===== config.mk =====
export PLATFORM = sky130hd
export DESIGN_NAME = rtp_sequence_reorder_buffer
export DESIGN_NICKNAME = d
export VERILOG_FILES = /design/src/hdl/rtpro_pkg.sv /design/src/hdl/rtpro_cfg.sv /design/src/hdl/rtpro_mem.sv /design/src/hdl/rtpro_scan.sv /design/src/hdl/rtp_sequence_reorder_buffer.sv
export SDC_FILE = /design/constraint.sdc
export NUM_CORES = 1
export LEC_CHECK = 0
export BUFFER_PORTS_ARGS = -buffer_cell sky130_fd_sc_hd__buf_4
export CAP_MARGIN = 20
export CORE_MARGIN = 5
export CORE_UTILIZATION = 40
export DETAILED_ROUTE_END_ITERATION = 8
export MAX_ROUTING_LAYER = met4
export SKIP_CTS_REPAIR_TIMING = 1
export SLEW_MARGIN = 15
export SYNTH_ARGS = -nofsm -noshare
export SYNTH_HDL_FRONTEND = slang
export SYNTH_HIERARCHICAL = 1
export SYNTH_SLANG_ARGS = --single-unit

===== constraint.sdc =====
create_clock -name clk_i -period 36.1 [get_ports clk_i]
set_input_delay 5.415 -clock clk_i [delete_from_list [all_inputs] [get_ports clk_i]]
set_output_delay 5.415 -clock clk_i [all_outputs]
set_load 0.02 [all_outputs]

===== src/hdl/rtpro_pkg.sv =====
`timescale 1ns / 1ps
// Shared types, codes and helpers for the RTP sequence reorder buffer.
// No dependencies; imported by rtpro_cfg, rtpro_scan, the top level and the bench.
package rtpro_pkg;

  localparam logic [15:0] SEQ_UNKNOWN = 16'hFFFF;

  localparam logic        MODE_ADD = 1'b0;
  localparam logic        MODE_GET = 1'b1;

  // register index, taken from paddr[2]
  localparam logic        REG_MAX_SIZE  = 1'b0;
  localparam logic        REG_MAX_QTIME = 1'b1;

  localparam logic [4:0]  MAX_SIZE_RST  = 5'd16;
  localparam logic [15:0] MAX_QTIME_RST = 16'd40;

  typedef enum logic [2:0] {
    ST_IDLE,
    ST_CHECK,
    ST_SCAN,
    ST_SDRAIN,
    ST_DECIDE,
    ST_SHIFT,
    ST_SHDRAIN
  } state_e;

  typedef struct packed {
    logic clr;
    logic vld;
  } scan_ctl_t;

  // a is before b in serial (wrapping) order
  function automatic logic seq_before(input logic [15:0] a, input logic [15:0] b);
    logic [15:0] diff;
    diff = a - b;
    return diff[15];
  endfunction

endpackage


===== src/hdl/rtpro_cfg.sv =====
`timescale 1ns / 1ps
// APB register file: max_size and max_queue_time.
// Depends on rtpro_pkg.
module rtpro_cfg
  import rtpro_pkg::*;
(
  input  logic        clk_i,
  input  logic        rst_ni,
  input  logic        psel,
  input  logic        penable,
  input  logic        pwrite,
  input  logic [2:0]  paddr,
  input  logic [31:0] pwdata,
  output logic [31:0] prdata,
  output logic        pready,
  output logic [4:0]  max_size_o,
  output logic [15:0] max_qtime_o
);

  logic [4:0]  msz_q, msz_d;
  logic [15:0] mqt_q, mqt_d;
  logic        wr_en;

  assign wr_en  = psel & penable & pwrite;
  assign pready = 1'b1;

  always_comb begin
    msz_d = msz_q;
    mqt_d = mqt_q;
    if (wr_en) begin
      case (paddr[2])
        REG_MAX_SIZE:  msz_d = pwdata[4:0];
        REG_MAX_QTIME: mqt_d = pwdata[15:0];
        default:       msz_d = msz_q;
      endcase
    end
  end

  always_comb begin
    case (paddr[2])
      REG_MAX_SIZE:  prdata = {27'd0, msz_q};
      REG_MAX_QTIME: prdata = {16'd0, mqt_q};
      default:       prdata = 32'd0;
    endcase
  end

  always_ff @(posedge clk_i or negedge rst_ni) begin
    if (!rst_ni) begin
      msz_q <= MAX_SIZE_RST;
      mqt_q <= MAX_QTIME_RST;
    end else begin
      msz_q <= msz_d;
      mqt_q <= mqt_d;
    end
  end

  assign max_size_o  = msz_q;
  assign max_qtime_o = mqt_q;

endmodule


===== src/hdl/rtpro_mem.sv =====
`timescale 1ns / 1ps
// Entry memory: one write port, one read port, registered read data.
// No package dependency.
module rtpro_mem #(
  parameter int DEPTH = 16,
  parameter int WIDTH = 56
) (
  input  logic                     clk_i,
  input  logic                     we_i,
  input  logic [$clog2(DEPTH)-1:0] waddr_i,
  input  logic [WIDTH-1:0]         wdata_i,
  input  logic                     re_i,
  input  logic [$clog2(DEPTH)-1:0] raddr_i,
  output logic [WIDTH-1:0]         rdata_o
);

  logic [WIDTH-1:0] mem_q [DEPTH];
  logic [WIDTH-1:0] rdata_q;

  always_ff @(posedge clk_i) begin
    if (we_i) begin
      mem_q[waddr_i] <= wdata_i;
    end
  end

  always_ff @(posedge clk_i) begin
    if (re_i) begin
      rdata_q <= mem_q[raddr_i];
    end
  end

  assign rdata_o = rdata_q;

endmodule


===== src/hdl/rtpro_scan.sv =====
`timescale 1ns / 1ps
// Scan accumulator: first match on a target sequence, serially lowest
// sequence and smallest time over the entries streamed in. Uses rtpro_pkg.
module rtpro_scan
  import rtpro_pkg::*;
#(
  parameter int AW = 4,
  parameter int TW = 32
) (
  input  logic          clk_i,
  input  logic          rst_ni,
  input  scan_ctl_t     ctl_i,
  input  logic [AW-1:0] idx_i,
  input  logic [15:0]   seq_i,
  input  logic [7:0]    hdl_i,
  input  logic [TW-1:0] time_i,
  input  logic [15:0]   target_i,
  output logic          hit_o,
  output logic [AW-1:0] hit_idx_o,
  output logic [7:0]    hit_hdl_o,
  output logic [15:0]   low_seq_o,
  output logic [TW-1:0] min_time_o
);

  logic          hit_q, hit_d;
  logic [AW-1:0] hidx_q, hidx_d;
  logic [7:0]    hhdl_q, hhdl_d;
  logic [15:0]   low_q, low_d;
  logic [TW-1:0] min_q, min_d;
  logic          first;

  assign first = (idx_i == '0);

  always_comb begin
    hit_d  = hit_q;
    hidx_d = hidx_q;
    hhdl_d = hhdl_q;
    low_d  = low_q;
    min_d  = min_q;
    if (ctl_i.clr) begin
      hit_d = 1'b0;
    end else if (ctl_i.vld) begin
      if (!hit_q && seq_i == target_i) begin
        hit_d  = 1'b1;
        hidx_d = idx_i;
        hhdl_d = hdl_i;
      end
      if (first || seq_before(seq_i, low_q)) begin
        low_d = seq_i;
      end
      if (first || time_i < min_q) begin
        min_d = time_i;
      end
    end
  end

  always_ff @(posedge clk_i or negedge rst_ni) begin
    if (!rst_ni) begin
      hit_q <= 1'b0;
    end else begin
      hit_q <= hit_d;
    end
  end

  always_ff @(posedge clk_i) begin
    hidx_q <= hidx_d;
    hhdl_q <= hhdl_d;
    low_q  <= low_d;
    min_q  <= min_d;
  end

  assign hit_o      = hit_q;
  assign hit_idx_o  = hidx_q;
  assign hit_hdl_o  = hhdl_q;
  assign low_seq_o  = low_q;
  assign min_time_o = min_q;

endmodule


===== src/hdl/rtp_sequence_reorder_buffer.sv =====
`timescale 1ns / 1ps
// RTP sequence reorder buffer, top level.
// Depends on rtpro_pkg, rtpro_cfg, rtpro_mem and rtpro_scan.
//
// Usage:
//   Command channel: raise start with mode/seq/packet_handle/now_ms; the word
//   is taken at a clock edge with start high and busy low. mode 0 adds a
//   packet, mode 1 gets the next in-order queued packet.
//   Result channel: done_o pulses for one cycle with the status word
//   (handle_now, consumed, ready_res for an add; found, out_handle, out_seq
//   for a get). The receiver cannot stall; every result is taken on its pulse.
//   Config: APB port, max_size at byte 0, max_queue_time at byte 4; write
//   only while busy is low.
// Operation, with N entries queued:
//   An add that is rejected early, or any word that meets an empty table,
//   finishes in the check state. Otherwise the table is scanned through the
//   single memory read port, one entry per cycle. A get that removes entry k
//   also compacts the table by copying entries k+1..N-1 down one slot per
//   cycle, unless k is the last entry.
// Reset: table empty, expected sequence unknown, oldest time unknown,
//   registers at max_size 16 and max_queue_time 40. No clearing pass.
module rtp_sequence_reorder_buffer
  import rtpro_pkg::*;
#(
  parameter int CAPACITY  = 16,
  parameter int TIME_BITS = 32
) (
  input  logic        clk_i,
  input  logic        rst_ni,
  // command channel
  input  logic        start,
  output logic        busy,
  input  logic        mode_i,
  input  logic [15:0] seq_i,
  input  logic [7:0]  packet_handle_i,
  input  logic [31:0] now_ms_i,
  // result channel
  output logic        done_o,
  output logic        handle_now_o,
  output logic        consumed_o,
  output logic        ready_res_o,
  output logic        found_o,
  output logic [7:0]  out_handle_o,
  output logic [15:0] out_seq_o,
  // configuration
  input  logic        psel,
  input  logic        penable,
  input  logic        pwrite,
  input  logic [2:0]  paddr,
  input  logic [31:0] pwdata,
  output logic [31:0] prdata,
  output logic        pready
);

  localparam int AW   = $clog2(CAPACITY);
  localparam int CW   = $clog2(CAPACITY + 1);
  localparam int CMPW = (CW > 5) ? CW : 5;
  localparam int TW   = TIME_BITS;
  localparam int EW   = 24 + TW;

  // config
  logic [4:0]  max_size;
  logic [15:0] max_qtime;

  // control state
  state_e        state_q, state_d;
  logic [CW-1:0] cnt_q, cnt_d;
  logic [15:0]   exp_q, exp_d;
  logic [TW-1:0] old_q, old_d;
  logic          okn_q, okn_d;
  logic [AW-1:0] ptr_q, ptr_d;
  logic          dvld_q;
  logic [AW-1:0] didx_q;
  logic          done_q, done_d;

  // latched command word
  logic          mode_q;
  logic [15:0]   seq_q;
  logic [7:0]    hdl_q;
  logic [31:0]   now_q;

  // result word
  logic          hn_q, hn_d, cons_q, cons_d, rdy_q, rdy_d, fnd_q, fnd_d;
  logic [7:0]    ohdl_q, ohdl_d;
  logic [15:0]   oseq_q, oseq_d;

  // memory port
  logic          mem_we, mem_re;
  logic [AW-1:0] mem_waddr, mem_raddr;
  logic [EW-1:0] mem_wdata, mem_rdata;
  logic [15:0]   rd_seq;
  logic [7:0]    rd_hdl;
  logic [TW-1:0] rd_time;

  // scan results
  scan_ctl_t     scan_ctl;
  logic          hit;
  logic [AW-1:0] hit_idx;
  logic [7:0]    hit_hdl;
  logic [15:0]   low_seq;
  logic [TW-1:0] min_time;

  // decision terms
  logic [63:0]   now_w, mqt_w;
  logic [TW-1:0] now_t;
  logic          accept, is_add, early_rej, empty, chk_fin, dec_fin;
  logic          ptr_last, hit_last, fire, can_store, behind_new;
  logic [15:0]   exp_new;
  logic [CMPW-1:0] cnt_x, msz_x;

  assign accept  = start & ~busy;
  assign busy    = (state_q != ST_IDLE);
  assign is_add  = (mode_q == MODE_ADD);
  assign empty   = (cnt_q == '0);
  assign now_w   = {32'd0, now_q};
  assign now_t   = now_w[TW-1:0];
  assign mqt_w   = {48'd0, max_qtime};
  assign cnt_x   = CMPW'(cnt_q);
  assign msz_x   = CMPW'(max_size);

  assign early_rej = (exp_q != SEQ_UNKNOWN) && seq_before(seq_q, exp_q);
  assign chk_fin   = is_add ? (early_rej || empty) : empty;
  assign ptr_last  = (CW'(ptr_q) == cnt_q - CW'(1));
  assign hit_last  = (CW'(hit_idx) == cnt_q - CW'(1));

  // constraints force expected to the lowest queued sequence
  assign fire = (okn_q && ((now_t - old_q) > mqt_w[TW-1:0])) ||
                ((max_size != 5'd0) && (cnt_x == msz_x - CMPW'(1)));
  assign exp_new    = fire ? low_seq : exp_q;
  assign behind_new = fire && (exp_new != SEQ_UNKNOWN) && seq_before(seq_q, exp_new);
  assign can_store  = !hit && (cnt_q < CW'(CAPACITY));
  assign dec_fin    = is_add || !hit || hit_last;

  assign rd_seq  = mem_rdata[EW-1 -: 16];
  assign rd_hdl  = mem_rdata[TW +: 8];
  assign rd_time = mem_rdata[TW-1:0];

  assign scan_ctl.clr = (state_q == ST_CHECK);
  assign scan_ctl.vld = dvld_q && ((state_q == ST_SCAN) || (state_q == ST_SDRAIN));

  // next state
  always_comb begin
    state_d = state_q;
    case (state_q)
      ST_IDLE:    if (accept) state_d = ST_CHECK;
      ST_CHECK:   state_d = chk_fin ? ST_IDLE : ST_SCAN;
      ST_SCAN:    if (ptr_last) state_d = ST_SDRAIN;
      ST_SDRAIN:  state_d = ST_DECIDE;
      ST_DECIDE:  state_d = dec_fin ? ST_IDLE : ST_SHIFT;
      ST_SHIFT:   if (ptr_last) state_d = ST_SHDRAIN;
      ST_SHDRAIN: state_d = ST_IDLE;
      default:    state_d = ST_IDLE;
    endcase
  end

  // datapath and memory controls
  always_comb begin
    cnt_d     = cnt_q;
    exp_d     = exp_q;
    old_d     = old_q;
    okn_d     = okn_q;
    ptr_d     = ptr_q;
    done_d    = 1'b0;
    hn_d      = hn_q;
    cons_d    = cons_q;
    rdy_d     = rdy_q;
    fnd_d     = fnd_q;
    ohdl_d    = ohdl_q;
    oseq_d    = oseq_q;
    mem_we    = 1'b0;
    mem_waddr = cnt_q[AW-1:0];
    mem_wdata = {seq_q, hdl_q, now_t};
    mem_re    = 1'b0;
    mem_raddr = ptr_q;
    case (state_q)
      ST_CHECK: begin
        ptr_d = '0;
        if (chk_fin) begin
          done_d = 1'b1;
          {hn_d, cons_d, rdy_d, fnd_d} = 4'b0000;
          ohdl_d = 8'd0;
          oseq_d = 16'd0;
          if (is_add && !early_rej) begin
            if (exp_q == SEQ_UNKNOWN || seq_q == exp_q) begin
              exp_d = seq_q + 16'd1;
              hn_d  = 1'b1;
            end else begin
              // empty table: store at slot zero
              mem_we    = 1'b1;
              mem_waddr = '0;
              cnt_d     = CW'(1);
              cons_d    = 1'b1;
              if (!okn_q) begin
                old_d = now_t;
                okn_d = 1'b1;
              end
            end
          end else if (!is_add) begin
            okn_d = 1'b0;
          end
        end
      end
      ST_SCAN: begin
        mem_re = 1'b1;
        ptr_d  = ptr_q + AW'(1);
      end
      ST_DECIDE: begin
        {hn_d, cons_d, rdy_d, fnd_d} = 4'b0000;
        ohdl_d = 8'd0;
        oseq_d = 16'd0;
        done_d = dec_fin;
        if (is_add) begin
          exp_d = exp_new;
          if (behind_new) begin
            rdy_d = 1'b1;
          end else if (can_store) begin
            mem_we = 1'b1;
            cnt_d  = cnt_q + CW'(1);
            cons_d = 1'b1;
            rdy_d  = fire || (seq_q == exp_new);
            if (!okn_q) begin
              old_d = now_t;
              okn_d = 1'b1;
            end
          end
        end else if (hit) begin
          fnd_d  = 1'b1;
          ohdl_d = hit_hdl;
          oseq_d = exp_q;
          exp_d  = exp_q + 16'd1;
          ptr_d  = hit_idx + AW'(1);
          if (hit_last) begin
            cnt_d = cnt_q - CW'(1);
          end
        end else begin
          old_d = min_time;
          okn_d = 1'b1;
        end
      end
      ST_SHIFT: begin
        mem_re = 1'b1;
        ptr_d  = ptr_q + AW'(1);
      end
      ST_SHDRAIN: begin
        cnt_d  = cnt_q - CW'(1);
        done_d = 1'b1;
      end
      default: begin
        ptr_d = ptr_q;
      end
    endcase
    // compaction: copy each entry read back down one slot
    if (dvld_q && ((state_q == ST_SHIFT) || (state_q == ST_SHDRAIN))) begin
      mem_we    = 1'b1;
      mem_waddr = didx_q - AW'(1);
      mem_wdata = mem_rdata;
    end
  end

  always_ff @(posedge clk_i or negedge rst_ni) begin
    if (!rst_ni) begin
      state_q <= ST_IDLE;
      cnt_q   <= '0;
      exp_q   <= SEQ_UNKNOWN;
      old_q   <= '0;
      okn_q   <= 1'b0;
      ptr_q   <= '0;
      dvld_q  <= 1'b0;
      done_q  <= 1'b0;
    end else begin
      state_q <= state_d;
      cnt_q   <= cnt_d;
      exp_q   <= exp_d;
      old_q   <= old_d;
      okn_q   <= okn_d;
      ptr_q   <= ptr_d;
      dvld_q  <= mem_re;
      done_q  <= done_d;
    end
  end

  // payload registers: hold the command word, track the read address
  always_ff @(posedge clk_i) begin
    didx_q <= mem_raddr;
    if (accept) begin
      mode_q <= mode_i;
      seq_q  <= seq_i;
      hdl_q  <= packet_handle_i;
      now_q  <= now_ms_i;
    end
    hn_q   <= hn_d;
    cons_q <= cons_d;
    rdy_q  <= rdy_d;
    fnd_q  <= fnd_d;
    ohdl_q <= ohdl_d;
    oseq_q <= oseq_d;
  end

  assign done_o       = done_q;
  assign handle_now_o = hn_q;
  assign consumed_o   = cons_q;
  assign ready_res_o  = rdy_q;
  assign found_o      = fnd_q;
  assign out_handle_o = ohdl_q;
  assign out_seq_o    = oseq_q;

  rtpro_cfg u_cfg (
    .clk_i       (clk_i),
    .rst_ni      (rst_ni),
    .psel        (psel),
    .penable     (penable),
    .pwrite      (pwrite),
    .paddr       (paddr),
    .pwdata      (pwdata),
    .prdata      (prdata),
    .pready      (pready),
    .max_size_o  (max_size),
    .max_qtime_o (max_qtime)
  );

  rtpro_mem #(
    .DEPTH (CAPACITY),
    .WIDTH (EW)
  ) u_mem (
    .clk_i   (clk_i),
    .we_i    (mem_we),
    .waddr_i (mem_waddr),
    .wdata_i (mem_wdata),
    .re_i    (mem_re),
    .raddr_i (mem_raddr),
    .rdata_o (mem_rdata)
  );

  rtpro_scan #(
    .AW (AW),
    .TW (TW)
  ) u_scan (
    .clk_i      (clk_i),
    .rst_ni     (rst_ni),
    .ctl_i      (scan_ctl),
    .idx_i      (didx_q),
    .seq_i      (rd_seq),
    .hdl_i      (rd_hdl),
    .time_i     (rd_time),
    .target_i   (is_add ? seq_q : exp_q),
    .hit_o      (hit),
    .hit_idx_o  (hit_idx),
    .hit_hdl_o  (hit_hdl),
    .low_seq_o  (low_seq),
    .min_time_o (min_time)
  );

  // table never holds more than its capacity
  a_cnt_bound: assert property (@(posedge clk_i) disable iff (!rst_ni)
    cnt_q <= CW'(CAPACITY))
    else $error("entry count above capacity");

  // a result is only presented once the sequencer is back at rest
  a_done_idle: assert property (@(posedge clk_i) disable iff (!rst_ni)
    done_o |-> !busy)
    else $error("result strobe while busy");

  // add status and get status never mix in one result
  a_status_excl: assert property (@(posedge clk_i) disable iff (!rst_ni)
    done_o && found_o |-> !handle_now_o && !consumed_o && !ready_res_o)
    else $error("get result carries add status");

  // in-order packet is never also stored
  a_hn_excl: assert property (@(posedge clk_i) disable iff (!rst_ni)
    done_o && handle_now_o |-> !consumed_o && !ready_res_o)
    else $error("handle_now with consumed or ready");

  // an accepted word always occupies the block on the next cycle
  a_accept_busy: assert property (@(posedge clk_i) disable iff (!rst_ni)
    start && !busy |=> busy && !done_o)
    else $error("accepted word did not start processing");

endmodule


; Word level (Yosys, flattened, before mapping)
; Memory sizes are Yosys's and may differ from the RTL's. A register that Yosys moved wholly into a read port is not among the register bits.
; Index checks and enable logic that the tools add are counted.
[totals]
ff_bits = 234
ram_bits = 896
in_bits = 98
elab_cells = 216
n_memories = 1
[memory_table]
columns = memory, words, width, read_ports, rd_ports_with_merged_regs, write_ports, line
row1 = u_mem.mem_q, 16, 56, 1, 1, 1, rtpro_mem.sv:17  ; logic [WIDTH-1:0] mem_q [DEPTH];
[op_classes]
addsub = 12
order_cmp = 3
n_eq_ne = 31
mux = 90
bitwise_logic = 7
n_reduce_logical = 46
[ops]
columns = operator, n
row1 = $mux W32, 8
row2 = $mux W16, 10
row3 = $pmux W32 S2, 2
row4 = $pmux W16 S2, 2
row5 = $mux W56, 1
row6 = $eq A16 B16 Y1, 3
row7 = $sub A16 B16 Y16, 3
row8 = $mux W5, 8
row9 = $mux W1, 33
row10 = $add A16 B1 Y16 const B, 2
row11 = $gt A32 B16 Y1, 1
row12 = $lt A32 B32 Y1, 1
row13 = $ne A16 B16 Y1 const B, 2
row14 = $sub A32 B32 Y32, 1
row15 = $mux W4, 7
row16 = $mux W8, 3
row17 = $pmux W3 S6, 1
row18 = $eq A16 B16 Y1 const B, 1
row19 = $pmux W8 S2, 1
row20 = $ne A3 B3 Y1 const B, 5
row21 = $pmux W5 S3, 1
row22 = $reduce_and A3 Y1, 5
row23 = $reduce_and A7 Y1, 2
row24 = $mux W3, 4
row25 = 32 further kinds, 82

; Logic depth before layout (Yosys ltp)
[logic_depth]
ltp_word = 14
depth_mapped = 34

; Hierarchy
; Netlist, hierarchy kept.
[by_module_without_submodules]
columns = mod, instances, cells_per_inst, area_per_inst_um2
row1 = rtpro_mem, 1, 1445, 35238.8
row2 = rtp_sequence_reorder_buffer, 1, 1424, 12197.9
row3 = rtpro_scan, 1, 254, 3219.3
row4 = rtpro_cfg, 1, 82, 1131.1

; Least setup slack after synthesis
; Ideal clock, no wire load.
[synth_path]
kind = input to register
startpoint = input start
endpoint = register hdl_q[0], enable pin
setup_ns = 0.633
t_arrival_ns = 11.210
required_time_ns = 35.467
setup_slack_ns = 24.257
stages = 1
cell_sequence = nor4b_1
[synth_via]
elab_chain_cells = 1
[synth_rtl]
columns = item, line
row1 = "start, declared", rtp_sequence_reorder_buffer.sv:31  ; input logic start,
row2 = $and A1 B1 Y1, rtp_sequence_reorder_buffer.sv:111  ; assign accept = start & ~busy;
row3 = "end signal, assigned", rtp_sequence_reorder_buffer.sv:288  ; hdl_q <= packet_handle_i;
row4 = "end, declared", rtp_sequence_reorder_buffer.sv:79  ; logic [7:0] hdl_q;
; No other way between the ends.
; A chain may end at the register's enable or synchronous reset.

; Worst setup path after layout
[layout_path]
startpoint = input paddr[2]
endpoint = output prdata[4]
[layout_via]
elab_chain_cells = 2
[layout_rtl]
columns = item, line
row1 = "start, declared", rtp_sequence_reorder_buffer.sv:49  ; input logic [2:0] paddr,
row2 = $not A1 Y1 (no line), --
row3 = $pmux W32 S2 *, rtpro_cfg.sv:40  ; case (paddr[2])
row4 = "end, declared", rtp_sequence_reorder_buffer.sv:51  ; output logic [31:0] prdata,
; Mark *: on every way between the ends. The rest lies on a longest branch, timed or not. The select of a mux whose other input is x is not followed.

==> results_tabular.tex <==
\begin{tabular}{lr}
\hline
Metric & Value \\
\hline
\multicolumn{2}{l}{\textbf{Setup path}} \\
Worst Path Buf+Inv & 2 \\
Launch point of the critical path & paddr[2] \\
Origin of the critical flop-to-flop path & now\_q[0] \\
Worst setup SP type & primary input \\
Arrival time worst endpoint & 6.13 ns \\
Crit path capture type & output port \\
Data required time at the worst endpoint & 30.68 ns \\
Cell repeated most along the worst path & buf\_4 \\
Critical path type & primary input to output port \\
Worst path top cell family by delay & buffers and inverters \\
Max FO, Critical Path & 18 \\
Cell-by-cell listing of the critical path & buf\_4 > mux2\_2 > buf\_4 \\
Delay of the slowest cell on the worst path & between 0.3 and 0.4 ns \\
Crit-path slowest cell & mux2\_2 \\
\multicolumn{2}{l}{\textbf{GRT}} \\
Global-route wire length before repair & between 150000 and 200000 um \\
Vias in the first global route & $\sim$29000 \\
Maximum number of pins on one net before global-route repair & about 140 \\
Initial antenna violation count & 1 \\
Total gr overflow & 0 \\
Overall fraction of global-route tracks in use & just under 20\% \\
\multicolumn{2}{l}{\textbf{Clock network}} \\
Clock-pin slew of the registers on the worst-case setup and hold paths & around 0.07 ns \\
Cts bufs inserted & approximately 110 \\
Clock latency on the worst-skew pair & about 0.71 ns \\
CTS H-Tree Depth & 3 \\
Cell at the root of the clock tree & clkbuf\_16 \\
Bufs on Longest Clock Path & 3 \\
Clock tree from TritonCTS & done \\
CTS sink count & 1186 \\
\multicolumn{2}{l}{\textbf{Route}} \\
WL/cell & around 25 um \\
Via-per-instance ratio & approximately 5.6 \\
Count of vias placed by the detailed router & slightly below 30000 \\
Total wire length & 131000 um \\
Initial detailed-routing violation count & about 2800 \\
DRC errors left & 0 \\
DR pass1 iterations & 6 \\
Detail Route Antenna Nets & 0 \\
\multicolumn{2}{l}{\textbf{Place}} \\
Last weighted congestion value of the routability-driven placer & between 0.8 and 0.9 \\
Number of buffers added on ports & $\sim$130 \\
Number of instances in the placed design & 4967 \\
Post-DP HPWL & around 75000 um \\
Area after detailed placement & between 50000 and 60000 sq um \\
\multicolumn{2}{l}{\textbf{STA}} \\
Slew headroom & between 20 and 30\% \\
Setup TNS & 0 ns \\
Final worst-path cycle share & between 30\% and 40\% \\
Setup clock skew after layout & around 0.021 ns \\
Final min period & approximately 12 ns \\
Final Max Slew Viols & 0 \\
Unrepaired setup endpoints after global routing & no \\
Final setup vio count & 0 \\
Final count of hold timing violations & 0 \\
Actual slew at the worst max-slew pin & between 1 and 1.5 ns \\
Highest Clock Rate & $\sim$87 MHz \\
\multicolumn{2}{l}{\textbf{Yosys}} \\
Mapped Cells & approximately 3200 \\
Part of the Yosys area used for sequential elements & roughly 68\% \\
Cell type contributing the most total cell area after synthesis & edfxtp\_1 \\
Synthesized flop and latch total & roughly 1200 \\
Prevailing post-synth register cell & edfxtp\_1 \\
Cells taking the most area after synthesis & edfxtp\_1 (64\%), mux4\_2 (9.7\%), dfrtp\_1 (3.2\%), ha\_1 (3.1\%), nand2\_1 (2.4\%) \\
Synth Area per Inst & between 15 and 20 sq um \\
Number of flops mapped to enable cells by yosys & roughly 1100 \\
Area share of the largest cell type after synthesis & 63.6\% \\
Netlist area before placement & 51800 sq um \\
Fraction of synthesis flops using an asynchronous set or reset pin & 7.17\% \\
Warnings from Yosys & 6 \\
Number of unique standard cell types used by synthesis & $\sim$100 \\
\multicolumn{2}{l}{\textbf{Floorplan}} \\
Total number of placement rows & $\sim$130 \\
I/O pin cnt & roughly 160 \\
Chip height & around 370 um \\
Chip width & $\sim$370 um \\
Die Outline Area & about 140000 sq um \\
Area inside the core boundary & roughly 130000 sq um \\
Effective utilization at floorplan & $\sim$40\% \\
\multicolumn{2}{l}{\textbf{Layout}} \\
Layout area overhead & 12.6\% \\
Fraction of layout instances using a drive strength above 1 & a little over a fifth \\
Net count, final & roughly 3600 \\
Count of placed standard cells in the final layout, fillers left out & about 5200 \\
Commonest cells after routing, fill and taps aside & edfxtp\_1 (1097), nand2\_1 (333), mux4\_2 (224) \\
Fill cell total of the finished layout & approximately 11000 \\
Inserted Diodes & 0 \\
Most common cell after layout, fill and taps aside & edfxtp\_1 \\
Share of the core filled with cells & $\sim$45\% \\
Post-route cell area & just under 60000 sq um \\
\multicolumn{2}{l}{\textbf{Power and ir drop}} \\
P per Cell Area & 74.0 nW/um\^{}2 \\
Worst-case vdd ir drop & about 47 uV \\
Post-layout power & between 4000 and 5000 uW \\
Leakage power & $\sim$0.02 uW \\
\multicolumn{2}{l}{\textbf{Hold path}} \\
Startpoint of the most critical hold path & u\_mem/rdata\_o[32] \\
Class of the tightest hold or removal check & register to register \\
\multicolumn{2}{l}{\textbf{Status}} \\
Outcome & finished clean \\
\multicolumn{2}{l}{\textbf{Flow run}} \\
Maxcap violations & 0 \\
\hline
\end{tabular}
power breakdown:
| part | internal (uW) | switching, uW | total (uW) |
|---|---|---|---|
| Combinational | 523 | 753 | 1280 |
| Sequential | 1720 | 149 | 1870 |
| Clock | 653 | 519 | 1170 |
| Total | 2900 | 1420 | 4320 |
state kept, by name, indices dropped and copies added, names as in the netlist, 32 cells and up:
| name | flops |
|---|---|
| u_mem/mem_q | 896 |
| u_mem/rdata_o | 56 |
| old_q | 32 |
| u_scan/min_time_o | 32 |
| now_q | 32 |
through the flow:
stage | hold WS, ns | setup WS, ns
2_1_floorplan | 0.411 | 24.26
3_3_place_gp | 0.444 | 24.55
3_5_place_dp | 0.434 | 24.55
4_1_cts | 0.445 | 24.55
5_1_grt | 0.461 | 24.52
6_report | 0.442 | 24.55
path summary, 6_finish.rpt:
kind / depth (start not counted) / to / slack, ns
max reg2reg: 35 / u_mem/mem_q[9][12] / 25.44
min reg2reg: 0 / u_scan/hit_hdl_o[0] / 0.44
max: 3 / prdata[4] / 24.55
min: 0 / u_scan/hit_hdl_o[0] / 0.44
max in group asynchronous: 2 / mem_raddr[0] / 30.21
min in group asynchronous: 1 / old_q[9] / 4.73
synth_stat cells (all sizes together) (13+ instances only):
master / number
nor2b: 13
o21a: 21
nor2: 110
o22ai: 13
nand4: 42
ha: 127
mux2: 45
a21o: 17
clkbuf: 105
xnor2: 43
o21ai: 65
nand2: 333
a22oi: 117
nor3b: 37
edfxtp: 1097
nand3: 46
nor3: 35
and2: 29
dfrtp: 66
o2bb2ai: 32
inv: 133
a21oi: 135
nand2b: 19
dfstp: 19
xor2: 41
mux4: 224
buf: 74
mux2i: 17
cell type report:
class / instances / area [sq um] / share of cell area, %
sequential: 1186 / 35200 / 60.3
multi-input combinational: 1722 / 15400 / 26.4
clock buffer: 129 / 2910 / 4.99
tap: 1742 / 2180 / 3.74
timing repair buffer: 184 / 1410 / 2.41
clock inverter: 84 / 744 / 1.28
inverter: 133 / 500 / 0.858
cells by family after synthesis:
| group | share of synthesized area (%) |
|---|---|
| DFF | 67.9 |
| and+or+nand+nor | 6.62 |
| AOI/OAI and AO/OA | 6.91 |
| buffers and inverters | 2.81 |
| muxes | 11.1 |
| adders and majority gates | 3.17 |
| xor gates and xnor gates | 1.42 |
| other | 0.0145 |
metal layers:
layer	global-route usage (%)	up-vias	share of wire, %
li1	-	12800	-
met5	-	-	0
met1	26.7	15100	43
met4	5.00	0	2.3
met2	31.1	1085	48
met3	2.17	169	6.4
Power figures use the tool's default switching activity.
